**src/hw/rtl/stq_pkg.sv**
```systemverilog
// ---------------------------------------------------------------------------
// Sorted timer queue package
// Item types, controller/datapath interface types, codes and helpers.
// ---------------------------------------------------------------------------
package stq_pkg;

   localparam int TIME_BITS = 32;
   localparam int ID_BITS   = 4;

   localparam logic [1:0] CMD_ADD    = 2'd0;
   localparam logic [1:0] CMD_DELETE = 2'd1;
   localparam logic [1:0] CMD_CHANGE = 2'd2;
   localparam logic [1:0] CMD_TICK   = 2'd3;

   localparam logic [1:0] KIND_ABSOLUTE = 2'd0;
   localparam logic [1:0] KIND_RELATIVE = 2'd1;
   localparam logic [1:0] KIND_PERIODIC = 2'd2;

   localparam logic [1:0] EV_ACK     = 2'd0;
   localparam logic [1:0] EV_EXPIRED = 2'd1;
   localparam logic [1:0] EV_NONE    = 2'd2;
   localparam logic [1:0] EV_ERROR   = 2'd3;

   typedef struct packed {
      logic [1:0]           command;
      logic [ID_BITS-1:0]   timer_id;
      logic [1:0]           timer_kind;
      logic [TIME_BITS-1:0] time_value;
      logic [TIME_BITS-1:0] now;
   } req_type;

   typedef struct packed {
      logic [1:0]         event_kind;
      logic [ID_BITS-1:0] event_timer;
      logic               retired;
      logic               last;
   } rsp_type;

   typedef enum logic [2:0] {
      ST_IDLE,
      ST_CHECK,
      ST_INSERT,
      ST_TICK_HEAD,
      ST_TICK_POP
   } state_type;

   typedef struct packed {
      logic       latch;
      logic       mark;
      logic       insert;
      logic       remove;
      logic       pop;
      logic       set_act;
      logic       clr_act;
      logic       mem_wr;
      logic       load_req;
      logic       load_per;
      logic       head_sel;
      logic       emit;
      logic [1:0] emit_kind;
      logic       emit_retired;
      logic       emit_last;
   } ctl_type;

   typedef struct packed {
      logic [1:0] cmd;
      logic       is_tick;
      logic       err;
      logic       head_due;
      logic       next_due;
      logic       periodic;
   } sts_type;

   function automatic logic [TIME_BITS-1:0] sat_add(input logic [TIME_BITS-1:0] a,
                                                   input logic [TIME_BITS-1:0] b);
      logic [TIME_BITS:0] s;
      s = {1'b0, a} + {1'b0, b};
      sat_add = s[TIME_BITS] ? {TIME_BITS{1'b1}} : s[TIME_BITS-1:0];
   endfunction

endpackage

```
**src/hw/rtl/stq_datapath.sv**
```systemverilog
// ---------------------------------------------------------------------------
// Sorted timer queue datapath
// Sorted cell list, slot tables, expiry adder and result register.
// ---------------------------------------------------------------------------
module stq_datapath import stq_pkg::*; #(
   parameter int TIMER_SLOTS = 16
) (
   input  logic    clock,
   input  logic    reset,
   input  req_type req_item,
   input  ctl_type ctl,
   output sts_type sts,
   output logic    rsp_strobe,
   output rsp_type rsp_item
);

   localparam int SLOT_W = (TIMER_SLOTS > 1) ? $clog2(TIMER_SLOTS) : 1;

   req_type              req_ff;
   logic [SLOT_W-1:0]    cur_slot_ff;
   logic [TIME_BITS-1:0] exp_ff;
   logic [1:0]           rd_kind_ff;
   logic [TIME_BITS-1:0] rd_period_ff;
   logic [TIMER_SLOTS-1:0] active_ff;

   logic [1:0]           kind_mem   [TIMER_SLOTS];
   logic [TIME_BITS-1:0] period_mem [TIMER_SLOTS];

   logic [SLOT_W-1:0]      cell_slot_ff [TIMER_SLOTS];
   logic [TIME_BITS-1:0]   cell_exp_ff  [TIMER_SLOTS];
   logic [TIMER_SLOTS-1:0] cell_vld_ff;
   logic [TIMER_SLOTS-1:0] cell_due_ff;
   logic [SLOT_W-1:0]      cell_slot_in [TIMER_SLOTS];
   logic [TIME_BITS-1:0]   cell_exp_in  [TIMER_SLOTS];
   logic [TIMER_SLOTS-1:0] cell_vld_in;
   logic [TIMER_SLOTS-1:0] cell_due_in;

   logic [TIMER_SLOTS-1:0] goes;
   logic [TIMER_SLOTS-1:0] match;
   logic [TIMER_SLOTS-1:0] after;

   logic [SLOT_W+ID_BITS-1:0] port_ext;
   logic [SLOT_W+ID_BITS-1:0] cur_ext;
   logic [SLOT_W-1:0]         port_slot;
   logic [SLOT_W-1:0]         rd_addr;
   logic                      id_ok;
   logic                      act;

   logic    rsp_strobe_ff;
   rsp_type rsp_item_ff;

   assign port_ext  = {{SLOT_W{1'b0}}, req_item.timer_id};
   assign port_slot = port_ext[SLOT_W-1:0];
   assign cur_ext   = {{ID_BITS{1'b0}}, cur_slot_ff};
   assign rd_addr   = ctl.head_sel ? cell_slot_ff[0] : port_slot;

   always_ff @(posedge clock) begin
      if (ctl.latch) begin
         req_ff <= req_item;
      end
      if (ctl.latch) begin
         cur_slot_ff <= port_slot;
      end else if (ctl.head_sel) begin
         cur_slot_ff <= cell_slot_ff[0];
      end
      if (ctl.load_req) begin
         exp_ff <= (req_ff.timer_kind == KIND_ABSOLUTE) ? req_ff.time_value
                   : sat_add(req_ff.now, req_ff.time_value);
      end else if (ctl.load_per) begin
         exp_ff <= sat_add(req_ff.now, rd_period_ff);
      end
   end

   always_ff @(posedge clock) begin
      if (ctl.mem_wr) begin
         kind_mem[cur_slot_ff]   <= req_ff.timer_kind;
         period_mem[cur_slot_ff] <= req_ff.time_value;
      end
      rd_kind_ff   <= kind_mem[rd_addr];
      rd_period_ff <= period_mem[rd_addr];
   end

   always_ff @(posedge clock) begin
      if (reset) begin
         active_ff <= '0;
      end else if (ctl.set_act) begin
         active_ff[cur_slot_ff] <= 1'b1;
      end else if (ctl.clr_act) begin
         active_ff[cur_slot_ff] <= 1'b0;
      end
   end

   assign id_ok = (32'(req_ff.timer_id) < 32'(TIMER_SLOTS));
   assign act   = active_ff[cur_slot_ff];

   always_comb begin
      sts.cmd      = req_ff.command;
      sts.is_tick  = (req_ff.command == CMD_TICK);
      sts.head_due = cell_vld_ff[0] && cell_due_ff[0];
      sts.next_due = cell_vld_ff[1] && cell_due_ff[1];
      sts.periodic = (rd_kind_ff == KIND_PERIODIC);
      unique case (req_ff.command)
         CMD_ADD: sts.err = !id_ok || act || (req_ff.timer_kind == 2'd3)
                            || (req_ff.time_value == '0);
         CMD_DELETE: sts.err = !id_ok || !act;
         CMD_CHANGE: sts.err = !id_ok || !act || req_ff.timer_kind[1]
                               || (rd_kind_ff == KIND_PERIODIC)
                               || (req_ff.time_value == '0);
         default: sts.err = 1'b0;
      endcase
   end

   always_comb begin
      for (int i = 0; i < TIMER_SLOTS; i++) begin
         goes[i]  = !cell_vld_ff[i] || (exp_ff < cell_exp_ff[i]);
         match[i] = cell_vld_ff[i] && (cell_slot_ff[i] == cur_slot_ff);
      end
      after[0] = match[0];
      for (int i = 1; i < TIMER_SLOTS; i++) begin
         after[i] = after[i-1] | match[i];
      end
   end

   always_comb begin
      int p;
      int n;
      for (int i = 0; i < TIMER_SLOTS; i++) begin
         p = (i == 0) ? 0 : i - 1;
         n = (i == TIMER_SLOTS - 1) ? i : i + 1;
         cell_slot_in[i] = cell_slot_ff[i];
         cell_exp_in[i]  = cell_exp_ff[i];
         cell_vld_in[i]  = cell_vld_ff[i];
         cell_due_in[i]  = cell_due_ff[i];
         if (ctl.insert) begin
            if (goes[i] && (i > 0) && goes[p]) begin
               cell_slot_in[i] = cell_slot_ff[p];
               cell_exp_in[i]  = cell_exp_ff[p];
               cell_vld_in[i]  = cell_vld_ff[p];
               cell_due_in[i]  = cell_due_ff[p];
            end else if (goes[i]) begin
               cell_slot_in[i] = cur_slot_ff;
               cell_exp_in[i]  = exp_ff;
               cell_vld_in[i]  = 1'b1;
               cell_due_in[i]  = 1'b0;
            end
         end else if ((ctl.remove && after[i]) || ctl.pop) begin
            cell_slot_in[i] = cell_slot_ff[n];
            cell_exp_in[i]  = cell_exp_ff[n];
            cell_vld_in[i]  = (i == TIMER_SLOTS - 1) ? 1'b0 : cell_vld_ff[n];
            cell_due_in[i]  = cell_due_ff[n];
         end else if (ctl.mark) begin
            cell_due_in[i] = cell_vld_ff[i] && !(req_ff.now < cell_exp_ff[i]);
         end
      end
   end

   always_ff @(posedge clock) begin
      if (reset) begin
         cell_vld_ff <= '0;
      end else begin
         cell_vld_ff <= cell_vld_in;
      end
      cell_due_ff  <= cell_due_in;
      cell_slot_ff <= cell_slot_in;
      cell_exp_ff  <= cell_exp_in;
   end

   always_ff @(posedge clock) begin
      if (reset) begin
         rsp_strobe_ff <= 1'b0;
      end else begin
         rsp_strobe_ff <= ctl.emit;
      end
      if (ctl.emit) begin
         rsp_item_ff.event_kind <= ctl.emit_kind;
         rsp_item_ff.retired    <= ctl.emit_retired;
         rsp_item_ff.last       <= ctl.emit_last;
         priority case (ctl.emit_kind)
            EV_EXPIRED: rsp_item_ff.event_timer <= cur_ext[ID_BITS-1:0];
            EV_NONE:    rsp_item_ff.event_timer <= '0;
            default:    rsp_item_ff.event_timer <= req_ff.timer_id;
         endcase
      end
   end

   assign rsp_strobe = rsp_strobe_ff;
   assign rsp_item   = rsp_item_ff;

   a_insert_room: assert property (@(posedge clock) disable iff (reset)
      ctl.insert |-> !cell_vld_ff[TIMER_SLOTS-1])
      else $error("insert into full list");
   a_pop_due: assert property (@(posedge clock) disable iff (reset)
      ctl.pop |-> cell_vld_ff[0] && cell_due_ff[0])
      else $error("pop of head that is not due");
   a_remove_one: assert property (@(posedge clock) disable iff (reset)
      ctl.remove |-> $countones(match) == 1)
      else $error("remove without a single matching cell");
   a_prefix: assert property (@(posedge clock) disable iff (reset)
      cell_vld_ff[1] |-> cell_vld_ff[0])
      else $error("list has a hole");

endmodule

```
**src/hw/rtl/stq_controller.sv**
```systemverilog
// ---------------------------------------------------------------------------
// Sorted timer queue controller
// Command sequencing for add, delete, change and tick.
// ---------------------------------------------------------------------------
module stq_controller import stq_pkg::*; (
   input  logic    clock,
   input  logic    reset,
   input  logic    start,
   input  sts_type sts,
   output logic    busy,
   output ctl_type ctl
);

   state_type state_ff;
   state_type state_in;
   logic      first_ff;
   logic      first_in;

   always_ff @(posedge clock) begin
      if (reset) begin
         state_ff <= ST_IDLE;
         first_ff <= 1'b0;
      end else begin
         state_ff <= state_in;
         first_ff <= first_in;
      end
   end

   always_comb begin
      state_in = state_ff;
      first_in = first_ff;
      ctl      = '0;
      busy     = (state_ff != ST_IDLE);
      unique case (state_ff)
         ST_IDLE: begin
            if (start) begin
               ctl.latch = 1'b1;
               state_in  = ST_CHECK;
            end
         end
         ST_CHECK: begin
            if (sts.is_tick) begin
               ctl.mark = 1'b1;
               first_in = 1'b1;
               state_in = ST_TICK_HEAD;
            end else if (sts.err) begin
               ctl.emit      = 1'b1;
               ctl.emit_kind = EV_ERROR;
               ctl.emit_last = 1'b1;
               state_in      = ST_IDLE;
            end else if (sts.cmd == CMD_DELETE) begin
               ctl.remove    = 1'b1;
               ctl.clr_act   = 1'b1;
               ctl.emit      = 1'b1;
               ctl.emit_kind = EV_ACK;
               ctl.emit_last = 1'b1;
               state_in      = ST_IDLE;
            end else begin
               ctl.remove   = (sts.cmd == CMD_CHANGE);
               ctl.set_act  = (sts.cmd == CMD_ADD);
               ctl.mem_wr   = 1'b1;
               ctl.load_req = 1'b1;
               state_in     = ST_INSERT;
            end
         end
         ST_INSERT: begin
            ctl.insert = 1'b1;
            if (sts.is_tick) begin
               state_in = ST_TICK_HEAD;
            end else begin
               ctl.emit      = 1'b1;
               ctl.emit_kind = EV_ACK;
               ctl.emit_last = 1'b1;
               state_in      = ST_IDLE;
            end
         end
         ST_TICK_HEAD: begin
            if (sts.head_due) begin
               ctl.head_sel = 1'b1;
               first_in     = 1'b0;
               state_in     = ST_TICK_POP;
            end else begin
               ctl.emit      = first_ff;
               ctl.emit_kind = EV_NONE;
               ctl.emit_last = 1'b1;
               first_in      = 1'b0;
               state_in      = ST_IDLE;
            end
         end
         ST_TICK_POP: begin
            ctl.pop          = 1'b1;
            ctl.emit         = 1'b1;
            ctl.emit_kind    = EV_EXPIRED;
            ctl.emit_retired = !sts.periodic;
            ctl.emit_last    = !sts.next_due;
            if (sts.periodic) begin
               ctl.load_per = 1'b1;
               state_in     = ST_INSERT;
            end else begin
               ctl.clr_act = 1'b1;
               state_in    = ST_TICK_HEAD;
            end
         end
         default: state_in = ST_IDLE;
      endcase
   end

   a_one_write: assert property (@(posedge clock) disable iff (reset)
      $countones({ctl.insert, ctl.pop, ctl.mark, ctl.remove}) <= 1)
      else $error("conflicting list updates");
   a_latch_idle: assert property (@(posedge clock) disable iff (reset)
      ctl.latch |=> state_ff == ST_CHECK)
      else $error("accepted item not checked");
   a_per_insert: assert property (@(posedge clock) disable iff (reset)
      ctl.load_per |=> ctl.insert)
      else $error("periodic timer not re-queued");

endmodule

```
**src/hw/rtl/sorted_timer_queue.sv**
```systemverilog
// ---------------------------------------------------------------------------
// Sorted timer queue
// Keeps timers in a list sorted by expiry, oldest first among equal expiries.
// ---------------------------------------------------------------------------
// An item is taken when start is high and busy is low. Add, delete and change
// give one result each; a tick gives one result per expired timer (a periodic
// one is re-queued) or a none result if no timer is due. A slot table read
// precedes each expiry, and the list takes a single update per cycle. Results
// appear for one cycle on rsp_strobe and cannot be held off; busy drops once
// the last is issued.
module sorted_timer_queue import stq_pkg::*; #(
   parameter int TIMER_SLOTS = 16
) (
   input  logic    clock,
   input  logic    reset,
   input  logic    start,
   output logic    busy,
   input  req_type req_item,
   output logic    rsp_strobe,
   output rsp_type rsp_item
);

   ctl_type ctl;
   sts_type sts;

   stq_controller u_ctrl (
      .clock (clock),
      .reset (reset),
      .start (start),
      .sts   (sts),
      .busy  (busy),
      .ctl   (ctl)
   );

   stq_datapath #(.TIMER_SLOTS(TIMER_SLOTS)) u_dp (
      .clock      (clock),
      .reset      (reset),
      .req_item   (req_item),
      .ctl        (ctl),
      .sts        (sts),
      .rsp_strobe (rsp_strobe),
      .rsp_item   (rsp_item)
   );

endmodule
```
**config.mk**
```make
export PLATFORM = sky130hd
export DESIGN_NAME = sorted_timer_queue
export DESIGN_NICKNAME = d
export VERILOG_FILES = /design/src/hw/rtl/stq_pkg.sv /design/src/hw/rtl/stq_datapath.sv /design/src/hw/rtl/stq_controller.sv /design/src/hw/rtl/sorted_timer_queue.sv
export SDC_FILE = /design/constraint.sdc
export NUM_CORES = 2
export LEC_CHECK = 0
export ABC_CLOCK_PERIOD_IN_PS = 7250
export BUFFER_PORTS_ARGS = -buffer_cell sky130_fd_sc_hd__buf_2
export CAP_MARGIN = 20
export CORE_MARGIN = 2
export CORE_UTILIZATION = 35
export CTS_CLUSTER_DIAMETER = 30
export DETAILED_ROUTE_END_ITERATION = 10
export PLACE_DENSITY = 0.47
export SLEW_MARGIN = 10
export SYNTH_ARGS = -nofsm -noshare
export SYNTH_HDL_FRONTEND = slang
export SYNTH_HIERARCHICAL = 1
export SYNTH_SLANG_ARGS = --single-unit
```
**constraint.sdc**
```tcl
create_clock -name clock -period 7.25 [get_ports clock]
set_input_delay 1.45 -clock clock [delete_from_list [all_inputs] [get_ports clock]]
set_output_delay 1.45 -clock clock [all_outputs]
set_load 0.03 [all_outputs]
```
==> flow_metrics.env <==
export IMPL_antenna_found_initial=8
export IMPL_cts_repair_resized=0
export IMPL_vias_per_cell=5.96
export IMPL_core_um2=243000
export IMPL_cp_required_ns=7.77
export IMPL_leakage_nw=40.8
export IMPL_num_io_pins=85
export IMPL_setup_viol=0
export IMPL_avgSynthCellArea_um2=11.2
export IMPL_postCtsSetupBuffers=0
export IMPL_stdcell_area_um2=102000
export IMPL_dp_hpwl_um=224000
export IMPL_ys_ff_latch=1323
export IMPL_synthArstFlopShare=0
export IMPL_dieArea_um2=247000
export IMPL_syn2layout_area_growth_pct=19.7
export IMPL_ant_nets=0
export IMPL_path_delay_family="simple AND/OR/NAND/NOR gates"
export IMPL_synth_warnings=6
export IMPL_cts_htree_levels=5
export IMPL_num_vias=67500
export IMPL_path_buf_inv=2
export IMPL_grt_overflow_total=0
export IMPL_wirelength_um=316000
export IMPL_hold_path_class="flop to flop"
export IMPL_postCtsHoldBufs=0
export IMPL_p_total_mw=27.5
export IMPL_cts_tree="yes"
export IMPL_netlist_area_um2=85200
export IMPL_clock_sink_count=1323
export IMPL_start_kind="flop"
export IMPL_finalSetupTns_ns=0
export IMPL_dr_pass1_iters=6
export IMPL_fin_crit_sh=0.832
export IMPL_final_nets=8974
export IMPL_routedWlPerCell_um=27.9
export IMPL_min_path_cells=2
export IMPL_ir_worst_vdd_uv=235
export IMPL_holdWs_ns=0.496
export IMPL_place_ws_ns=1.34
export IMPL_drtIter0Drc=6490
export IMPL_crit_slowest_cell="edfxtp_1"
export IMPL_clkTransAtPathRegs_ns=0.04
export IMPL_maxCapViolCount=0
export IMPL_ys_seq_area_frac=0.458
export IMPL_arrival_ns=6.55
export IMPL_place_area_um2=89900
export IMPL_finalHoldViolCount=0
export IMPL_grt_usage=0.248
export IMPL_start_util=0.351
export IMPL_fin_crit_ns=6.04
export IMPL_syn_num_nets=8751
export IMPL_worstSetupPathType="flop to flop"
export IMPL_grt_max_degree=202
export IMPL_fp_dieH_um=497
export IMPL_yosys_most_used_dff="edfxtp_1"
export IMPL_placementRows=181
export IMPL_power_density_nw_per_um2=269
export IMPL_slew_headroom=0.273
export IMPL_final_setup_skew_ns=0.0961
export IMPL_clk_insertion_delay_late_ns=0.98
export IMPL_crit_chain="mux4_2 -> mux4_2 -> or2_2 -> a21boi_0 -> o22ai_1 -> o21ai_0 -> nor2_1 -> a21oi_1 -> nor4_2 -> and2_1 -> buf_4 -> nand3_1 -> o41ai_1 -> nor3_1 -> nand4_1 -> a41oi_2 -> mux2i_4 -> buf_4"
export IMPL_drv_slew=0
export IMPL_r2r_cells=18
export IMPL_path_max_fanout=36
export IMPL_rsz0062_at_grt="no"
export IMPL_fmax_ghz=0.166
export IMPL_cts_buffers=376
export IMPL_max_stage_delay_ns=0.56
export IMPL_end_kind="flop"
export IMPL_stdcell_count=11300
export IMPL_synth_distinct_cells=95
export IMPL_grt_pass1_wl_um=458000
export IMPL_synthCells=7615
export IMPL_cp_depth=18
export IMPL_drc=0
export IMPL_finalWeightedCongestion=0.909
export IMPL_clock_path_buffers=4
export IMPL_die_x_um=497
export IMPL_numPortBuffers=84
export IMPL_placed_cells=10700
export IMPL_final_util=0.421
export IMPL_status="finished, final reports clean"
export IMPL_setup_slack_ns=1.21
export IMPL_tightest_slew_ns=1.09
export IMPL_layout_drive_gt1_share=0.138
export IMPL_grt_pass1_vias=67200
export IMPL_cts_root_buffer="clkbuf_16"
export IMPL_synth_edf_count=1252
## worst min-delay path, delay by kind of cell (launching register included)
| family | cells | cell delay [ns] |
|---|---|---|
| simple gates | 1 | 0.08 |
| compound gates | 1 | 0.07 |
| flops | 1 | 0.32 |
## layer usage
layer  track usage  up-vias  wire [um]
li1              -    30500          -
met4        0.0930        2      11900
met2         0.388     2696     142000
met3        0.0390      578      21600
met5       0.00174        -         56
met1         0.344    33700     140000
## where the power goes
part / leakage (nW) / switching, mW / total, mW / internal [mW]
combinational: 23.0 / 1.87 / 2.90 / 1.03
sequential: 11.9 / 0.174 / 8.80 / 8.63
clock: 5.89 / 4.78 / 15.8 / 11.0
total: 40.8 / 6.82 / 27.5 / 20.6
## synth_stat cells (all sizes together) (226+ instances only)
master | count | area, um2
edfxtp | 1252 | 37600
ha | 1059 | 13300
inv | 566 | 2120
nand2 | 363 | 1360
clkbuf | 359 | 1350
o21ai | 339 | 1700
a21oi | 328 | 1640
a21o | 307 | 2300
nand3 | 300 | 1500
nor2 | 296 | 1120
o221ai | 277 | 2430
nand4 | 226 | 1410
## path summary, 6_finish.rpt
check                                      from  slack, ns                              to
setup / recovery  u_dp/cur_slot_ff[0]$_DFFE_PP_       1.21  u_dp/cell_exp_ff[51]$_DFFE_PP_
hold / removal                             flop       0.50                            flop
setup reg to reg  u_dp/cur_slot_ff[0]$_DFFE_PP_       1.21  u_dp/cell_exp_ff[51]$_DFFE_PP_
hold reg to reg                            flop       0.50                            flop
## logic make-up after synthesis
| group | share of synthesized area |
|---|---|
| fa+ha+maj | 0.156 |
| mux | 0.0533 |
| simple gates | 0.102 |
| buf+inv | 0.0470 |
| compound gates | 0.172 |
| flops | 0.458 |
| xor+xnor | 0.0117 |
## area by class of cell
class                   instances  area [um2]
fillers                     22800      141000
multi-input cells            5266       42500
flip-flops and latches       1323       39000
clock buffers                 436        9750
well taps                    3202        4010
clock inverters               226        2310
repair buffers                304        2240
inverters                     567        2140
diodes                          2        5.00
## registers in the layout, summed over array words and instances (netlist names), named ones only
signal             cells
u_ctrl/first_ff        1
u_dp/rd_kind_ff        2
u_dp/rsp_strobe        1
u_dp/cell_due_ff      16
u_dp/sts               2
u_dp/exp_ff           32
u_dp/kind_mem         32
u_dp/req_ff           70
u_dp/rd_period_ff     32
u_ctrl/state_ff        3
u_dp/period_mem      512
u_dp/rsp_item          8
u_dp/cell_exp_ff     512
u_dp/cell_vld_ff      16
u_dp/cell_slot_ff     64
u_dp/cur_slot_ff       4
## cells in the final DEF (no fill, tap or decap), types with 71 or more instances in the layout
cell type,instances
a31oi_1,178
mux2i_1,79
inv_1,564
buf_2,84
a21oi_1,316
o2111ai_1,86
clkbuf_16,380
ha_1,1059
dfxtp_1,71
a22oi_1,149
o221ai_1,277
a211oi_1,87
buf_4,206
a21o_1,305
nor2_1,288
nand4_1,226
mux4_2,141
and2_1,86
nand2_1,362
o21ai_0,326
nor3_1,171
nand3_1,299
edfxtp_1,1252
clkinv_1,75
Power figures use the tool's default switching activity.
